[config.mk]
export PLATFORM = sky130hd
export DESIGN_NAME = gimli_round_stage
export DESIGN_NICKNAME = d
export VERILOG_FILES = /design/src/sv/gimli_pkg.sv /design/src/sv/gimli_spbox_lane.sv /design/src/sv/gimli_round_stage.sv
export SDC_FILE = /design/constraint.sdc
export NUM_CORES = 1
export LEC_CHECK = 0
export BUFFER_PORTS_ARGS = -buffer_cell sky130_fd_sc_hd__buf_2
export CORE_AREA = 2 2 300 302
export DETAILED_ROUTE_END_ITERATION = 8
export DIE_AREA = 0 0 302 304
export PLACE_DENSITY = 0.46
export SLEW_MARGIN = 20
export SYNTH_ARGS = -nofsm -noshare
export SYNTH_HDL_FRONTEND = slang
export SYNTH_SLANG_ARGS = --single-unit
[constraint.sdc]
create_clock -name clock -period 21 [get_ports clock]
set_input_delay 4.2 -clock clock [delete_from_list [all_inputs] [get_ports clock]]
set_output_delay 4.2 -clock clock [all_outputs]
set_load 0.01 [all_outputs]
[src/sv/gimli_pkg.sv]
// ----------------------------------------------------------------------------
// gimli_pkg
// shared types, constants and the round constant helper for the gimli permutation core
// ----------------------------------------------------------------------------
package gimli_pkg;

   localparam int unsigned ROUND_COUNT = 24;
   localparam int unsigned ROUND_W     = $clog2(ROUND_COUNT + 1);
   localparam int unsigned WORD_W      = 32;
   localparam int unsigned STATE_WORDS = 12;
   localparam int unsigned COLUMNS     = 4;

   localparam logic [WORD_W-1:0] RC_BASE = 32'h9e37_7900;

   // round phase codes, taken from the low two bits of the round number
   localparam logic [1:0] PHASE_SMALL_SWAP = 2'd0;
   localparam logic [1:0] PHASE_BIG_SWAP   = 2'd2;

   typedef logic [WORD_W-1:0]                    word_type;
   typedef logic [STATE_WORDS-1:0][WORD_W-1:0]   state_type;
   typedef logic [ROUND_W-1:0]                   round_type;

   function automatic word_type round_constant(input round_type round_num);
      round_constant = RC_BASE | word_type'(round_num);
   endfunction

endpackage

[src/sv/gimli_spbox_lane.sv]
// ----------------------------------------------------------------------------
// gimli_spbox_lane
// sp-box of one column: rotations plus the nonlinear three-word mix
// ----------------------------------------------------------------------------
module gimli_spbox_lane (
   input  gimli_pkg::word_type top_in,
   input  gimli_pkg::word_type mid_in,
   input  gimli_pkg::word_type bot_in,
   output gimli_pkg::word_type top_out,
   output gimli_pkg::word_type mid_out,
   output gimli_pkg::word_type bot_out
);

   gimli_pkg::word_type x;
   gimli_pkg::word_type y;
   gimli_pkg::word_type z;

   // rotl 24 and rotl 9
   assign x = {top_in[7:0], top_in[31:8]};
   assign y = {mid_in[22:0], mid_in[31:23]};
   assign z = bot_in;

   assign bot_out = x ^ (z << 1) ^ ((y & z) << 2);
   assign mid_out = y ^ x ^ ((x | z) << 1);
   assign top_out = z ^ y ^ ((x & y) << 3);

endmodule

[src/sv/gimli_round_stage.sv]
// ----------------------------------------------------------------------------
// gimli_round_stage
// one registered round: four column lanes, then the swap and constant merge
// ----------------------------------------------------------------------------
module gimli_round_stage (
   input  logic                 clock,
   input  logic                 reset,
   input  gimli_pkg::round_type round_num,
   input  logic                 up_valid,
   output logic                 up_ready,
   input  gimli_pkg::state_type up_state,
   output logic                 dn_valid,
   input  logic                 dn_ready,
   output gimli_pkg::state_type dn_state
);

   gimli_pkg::state_type lane_state;
   gimli_pkg::state_type state_in;
   gimli_pkg::state_type state_ff;
   logic                 valid_ff;
   logic                 valid_in;

   for (genvar c = 0; c < gimli_pkg::COLUMNS; c++) begin : g_lane
      gimli_spbox_lane u_lane (
         .top_in  (up_state[c]),
         .mid_in  (up_state[4 + c]),
         .bot_in  (up_state[8 + c]),
         .top_out (lane_state[c]),
         .mid_out (lane_state[4 + c]),
         .bot_out (lane_state[8 + c])
      );
   end

   // merge: row 0 swaps and round constant
   always_comb begin
      state_in = lane_state;
      case (round_num[1:0])
         gimli_pkg::PHASE_SMALL_SWAP: begin
            state_in[0] = lane_state[1] ^ gimli_pkg::round_constant(round_num);
            state_in[1] = lane_state[0];
            state_in[2] = lane_state[3];
            state_in[3] = lane_state[2];
         end
         gimli_pkg::PHASE_BIG_SWAP: begin
            state_in[0] = lane_state[2];
            state_in[1] = lane_state[3];
            state_in[2] = lane_state[0];
            state_in[3] = lane_state[1];
         end
         default: begin
            state_in = lane_state;
         end
      endcase
   end

   assign up_ready = !valid_ff || dn_ready;
   assign valid_in = up_ready ? up_valid : valid_ff;

   always_ff @(posedge clock) begin
      if (reset) begin
         valid_ff <= 1'b0;
      end else begin
         valid_ff <= valid_in;
      end
   end

   always_ff @(posedge clock) begin
      if (up_valid && up_ready) begin
         state_ff <= state_in;
      end
   end

   assign dn_valid = valid_ff;
   assign dn_state = state_ff;

endmodule

==> key figures, run 1 <==
Status
  – Status: finished clean

Yosys
  – Syn Nets: 2314
  – Synth Instances: between 1500 and 2000
  – Synth warn: 0
  – Post-synth design cell area: 22100 um2
  – Seq/Total Area, Yosys: 52.3%
  – Yosys reg bits: slightly below 400
  – Syn Area/Cell: 13.1 um2
  – Synth cell types: 29

Detailed routing
  – Via-per-instance ratio: roughly 4.2
  – First-pass detailed-route iteration total: 4
  – Drc violations: 0
  – Top sig layer: met5
  – Total wire length: 83800 um
  – WL met1: roughly 28000 um
  – Routed met2 length: 44800 um
  – Initial drt markers: 766
  – DR WL/cell: 22.6 um
  – Final ANT Viol Nets: 0
  – Met3 WL: ~8600 um
  – Vias: 15700

Placed design
  – RePlAce Congestion: 0.896
  – Port Buf Inserts: ~800
  – DP Wirelength: roughly 70000 um

Pwr
  – Flop pwr share: between 40% and 50%
  – Comb power frac: approximately 23%
  – Clk network pwr share: a little over a third
  – P_int: ~1.7 mW
  – VDD IR max: approximately 0.057 mV
  – Power Density: 82.6 nW/um2
  – P_sw: approximately 0.71 mW
  – Sw Share: approximately 30%
  – Leakage: around 12 nW

Setup path
  – Worst Setup End Kind: output port
  – Kind of start point of the critical path: input pin
  – Reg2reg path depth: 5
  – Max FO, Critical Path: 3
  – Reg2reg end: dn_state[153]
  – Setup Crit Path Kind: input pin to output port
  – RR Startpoint: dn_valid
  – WP data required: between 15 and 20 ns
  – Critical Path AT: between 4 and 5 ns
  – Worst reg2reg setup slack: about 18 ns

Clock tree
  – Clock sink count: between 300 and 400
  – CTS root buffer: clkbuf_16
  – Count of cells resized by post-cts repair: 0
  – Worst-path clk slew: 0.06 ns
  – Clk_lat worst skew: between 0.6 and 0.7 ns
  – CTS buffer count: 50
  – Number of setup buffers added after CTS: 0
  – CTS Buffer Depth: 3
  – Htree depth: 2
  – CTS Hold Bufs: 0
  – CTS tree: yes

Floorplanning
  – Die ar.: approximately 92000 um2
  – Core ar.: between 80000 and 90000 um2
  – Die Ht: slightly above 300 um
  – Num ports: a little under 800
  – Initial core utilization: between 20% and 30%
  – Horiz. Die Dim: approximately 300 um
  – Core Rows: between 100 and 150

Global route
  – Pin count of the biggest net entering global routing: 120
  – First-pass GRT wire length: approximately 120000 um
  – Initial antenna violation count: 33
  – Vias in the first global route: about 17000
  – Total congestion overflow: 0
  – Total global-route track usage: between 10% and 20%

STA
  – Minimum clock period: about 8.8 ns
  – Worst-margin pin slew: between 1 and 1.5 ns
  – Slew Viols, Final: 0
  – Final Skew: 0.0242 ns
  – Hold violation count in the final report: 0
  – Final setup TNS: 0 ns
  – Slew Limit Headroom: 29.5%
  – Fin crit share: 41.9%
  – Final Setup Violations: 0
  – RSZ-0062 raised after global routing: no
  – Fmax: between 0.1 and 0.15 GHz

Finish
  – Util after Layout: about a third
  – Layout net count: ~3100
  – Layout area overhead: 30.9%
  – Layout cells sized above 1: 34.8%

Job
  – Max_cap viols: 0

Min path
  – Worst hold start: dn_valid
  – Hold Path Sink: dn_valid
  – Hold Path Class: flop to flop
  – Worst hold stages: 2
## cell type report
class                   instances  area (um2)
flip-flops and latches        385       11600
diodes                         11        27.5
inverters                       2        12.5
fillers                      9195       60100
clock inverters                26         254
clock buffers                  68        1340
well taps                    1176        1470
multi-input cells            1255       10300
repair buffers                788        3980
## metrics by stage
stage	cell area (um2)	power (mW)	instances	setup slack, ns	hold slack (ns)
after global placement	27300	1.56	3606	12.19	0.519
final	28900	2.39	3711	12.20	0.531
after global routing	28900	2.51	3706	12.17	0.569
after floorplan	22100	1.31	1685	7.08	0.593
after CTS	28900	2.45	3700	12.20	0.536
after detailed placement	27300	1.57	3606	12.20	0.523
## metal layers
layer	global-route usage [%]	up-vias
met4	4.65	40
met3	7.80	128
li1	-	7603
met2	34.0	548
met5	0	-
met1	16.5	7372
## worst max-delay path by stage
stage	start	to	slack (ns)
floorplan	dn_ready	dn_state[0]	7.08
global placement	dn_ready	up_ready	12.19
detailed placement	dn_ready	up_ready	12.20
CTS	dn_ready	up_ready	12.20
global route	dn_ready	up_ready	12.17
finish	dn_ready	up_ready	12.20
## state kept, by name, indices dropped and copies added, names as in the netlist
register,flops
dn_valid,1
dn_state,384
## critical path, stage by stage
cell      delay, ns
buf_2          0.09
nand2b_1       0.16
buf_2          0.15
## kinds of logic (layout without fill, tap and decap cells)
kind of cell               count (synthesis)  count (layout)  share of synthesized area [%]
muxes                                    104             104                           4.71
DFF                                      385             385                           52.3
AOI/OAI and AO/OA                        133             133                           3.39
buffers and inverters                     45             884                           1.13
adders and majority gates                236             236                           13.4
and+or+nand+nor                          277             277                           4.93
xor gates and xnor gates                 505             505                           20.2
other                                      0              11                              0
## placed cells by master, fill, tap and decap left out, types with 3 or more instances in the layout
cell,synthesis,final
ha_1,236,236
clkbuf_16,0,51
mux2i_1,104,104
xor2_1,130,130
nor2_1,228,228
a31oi_1,14,14
buf_2,23,777
clkinv_2,0,10
or2_2,14,14
xnor3_1,3,3
nand2_1,29,29
bufinv_16,0,4
xnor2_1,372,372
clkinv_1,0,7
o21ai_0,15,15
edfxtp_1,384,384
clkbuf_1,11,17
a222oi_1,3,3
diode_2,0,11
a21oi_1,90,90
buf_4,4,9
## power by group through the flow
stage,clock network (mW),registers [mW],logic (mW)
2_1_floorplan,0,1.05,0.254
3_3_place_gp,0,1.00,0.560
3_5_place_dp,0,1.00,0.566
4_1_cts,0.891,0.988,0.568
5_1_grt,0.917,0.993,0.603
6_report,0.856,0.985,0.548
## synth_stat cells (all sizes together)
cell type | number | area [um2]
nand2 | 29 | 109
a22oi | 2 | 15.0
dfxtp | 1 | 20.0
nand2b | 1 | 6.26
o31ai | 2 | 15.0
nor2 | 228 | 856
a221oi | 2 | 30.0
a31oi | 14 | 87.6
clkbuf | 11 | 41.3
mux2i | 104 | 1040
xor2 | 130 | 1140
xnor2 | 372 | 3260
and2 | 3 | 18.8
a22o | 2 | 17.5
a221o | 1 | 10.0
or2 | 14 | 87.6
inv | 2 | 7.50
o21ai | 15 | 75.1
xnor3 | 3 | 67.6
buf | 32 | 201
edfxtp | 384 | 11500
a21oi | 92 | 468
a222oi | 3 | 30.0
ha | 236 | 2950
nor2b | 2 | 12.5
(Power assumes the default switching activity.)
==> run 2: changes to the inputs <==
- clock period: 21 -> 9.2 ns (I/O delays scaled with it)
==> key figures, run 2 (synthesized netlist as in run 1, its figures left out) <==
Placed design
  – RePlAce Congestion: 0.903
  – DP Wirelength: approximately 70000 um
  – Port Buf Inserts: approximately 800
  – Worst slack, placed: 4.84 ns

Global route
  – Initial antenna violation count: 22
  – Pin count of the biggest net entering global routing: ~140
  – Total global-route track usage: ~18%
  – Vias in the first global route: 16900
  – First-pass GRT wire length: about 120000 um
  – Total congestion overflow: 0

Pwr
  – P_sw: around 1.6 mW
  – Sw Share: a little under a third
  – Clk network pwr share: roughly a third
  – Overall power: 5.36 mW
  – P_int: approximately 3.7 mW
  – Comb power frac: about a quarter
  – Leakage: about 12 nW
  – VDD IR max: between 0.1 and 0.15 mV
  – Power Density: between 150 and 200 nW/um2
  – Flop pwr share: a little over two fifths

Setup path
  – Setup Crit Path Kind: input pin to output port
  – Kind of start point of the critical path: input pin
  – Reg2reg path depth: 4
  – Worst reg2reg setup slack: 6.51 ns
  – Worst Setup End Kind: output port
  – Critical Path AT: about 2.2 ns
  – WP data required: around 7.4 ns
  – Max FO, Critical Path: 3

Status
  – Status: finished clean

STA
  – Fin crit share: between 40% and 50%
  – Final Skew: 0.0221 ns
  – Worst-margin pin slew: around 1.1 ns
  – Fin Hold WS: roughly 0.54 ns
  – Slew Limit Headroom: roughly a quarter
  – Slew Viols, Final: 0
  – Final setup TNS: 0 ns
  – Minimum clock period: between 4 and 5 ns
  – Final WS setup: about 5.1 ns
  – Hold violation count in the final report: 0
  – Fmax: 0.245 GHz
  – RSZ-0062 raised after global routing: no
  – Final Setup Violations: 0

Finish
  – Layout net count: about 3100
  – Largest register FFs: 384
  – Layout area overhead: 30.5%
  – Most frequent cells in the layout: buf_2 (777), edfxtp_1 (384), xnor2_1 (372)
  – Layout cells sized above 1: about a third
  – # fillers: around 9000
  – Most common cell after layout, fill and taps aside: buf_2

Floorplanning
  – Die ar.: 91800 um2
  – Core ar.: between 80000 and 90000 um2
  – Core Rows: 110
  – Initial core utilization: approximately a quarter
  – Die Ht: roughly 300 um
  – Horiz. Die Dim: a little over 300 um
  – Num ports: ~780

Clock tree
  – Count of cells resized by post-cts repair: 0
  – CTS root buffer: clkbuf_16
  – Clk_lat worst skew: between 0.6 and 0.7 ns
  – Worst-path clk slew: roughly 0.060 ns
  – CTS Buffer Depth: 3
  – Clock sink count: between 300 and 400
  – CTS buffer count: between 40 and 50
  – CTS tree: yes
  – Number of setup buffers added after CTS: 0
  – CTS Hold Bufs: 0
  – Htree depth: 2

Detailed routing
  – Via-per-instance ratio: between 4 and 5
  – First-pass detailed-route iteration total: 4
  – Vias: 15600
  – Drc violations: 0
  – Total wire length: about 83000 um
  – DR WL/cell: roughly 23 um
  – Final ANT Viol Nets: 0
  – Initial drt markers: between 600 and 700

Job
  – Max_cap viols: 0

Min path
  – Worst hold stages: 2
  – Hold Path Class: flop to flop
## run 2: cell type report
| type | count | area (um2) | area share (%) |
|---|---|---|---|
| repair buffers | 786 | 3990 | 13.8 |
| clock inverters | 29 | 213 | 0.738 |
| clock buffers | 60 | 1290 | 4.47 |
| diodes | 5 | 12.5 | 0.0434 |
| well taps | 1176 | 1470 | 5.10 |
| inverters | 2 | 12.5 | 0.0434 |
| multi-input cells | 1255 | 10300 | 35.7 |
| flip-flops and latches | 385 | 11600 | 40.1 |
## run 2: power by group through the flow
stage	Combinational (mW)	Sequential, mW	Clock (mW)
6_report	1.25	2.25	1.86
5_1_grt	1.39	2.26	1.99
4_1_cts	1.30	2.25	1.93
3_5_place_dp	1.30	2.28	0
3_3_place_gp	1.28	2.28	0
2_1_floorplan	0.580	2.39	0
## run 2: critical path, stage by stage
cell      delay, ns
buf_2          0.10
nand2b_1       0.16
buf_2          0.15
## run 2: metal layers
layer  share of wire (%)  vias to the layer above  wire length, um  global-route usage, %
met5                0.24                        -              200                      0
li1                    -                     7583                -                      -
met2                  54                      552            44600                   33.9
met3                  10                      119             8370                   7.43
met4                 2.3                       30             1930                   4.37
met1                  34                     7340            28100                   16.7
## run 2: final timing paths
kind / start / endpoint
hold reg to reg: dn_valid / dn_valid
setup / recovery: dn_ready / up_ready
hold / removal: dn_valid / dn_valid
setup reg to reg: dn_valid / dn_state[238]
## run 2: per-stage QoR
step | std cells | area [um2] | util (%)
final | 3698 | 28800 | 32.4
after floorplan | 1685 | 22100 | -
after detailed placement | 3604 | 27300 | 30.7
after global placement | 3604 | 27300 | 30.7
after CTS | 3693 | 28800 | 32.4
after global routing | 3695 | 28800 | 32.4
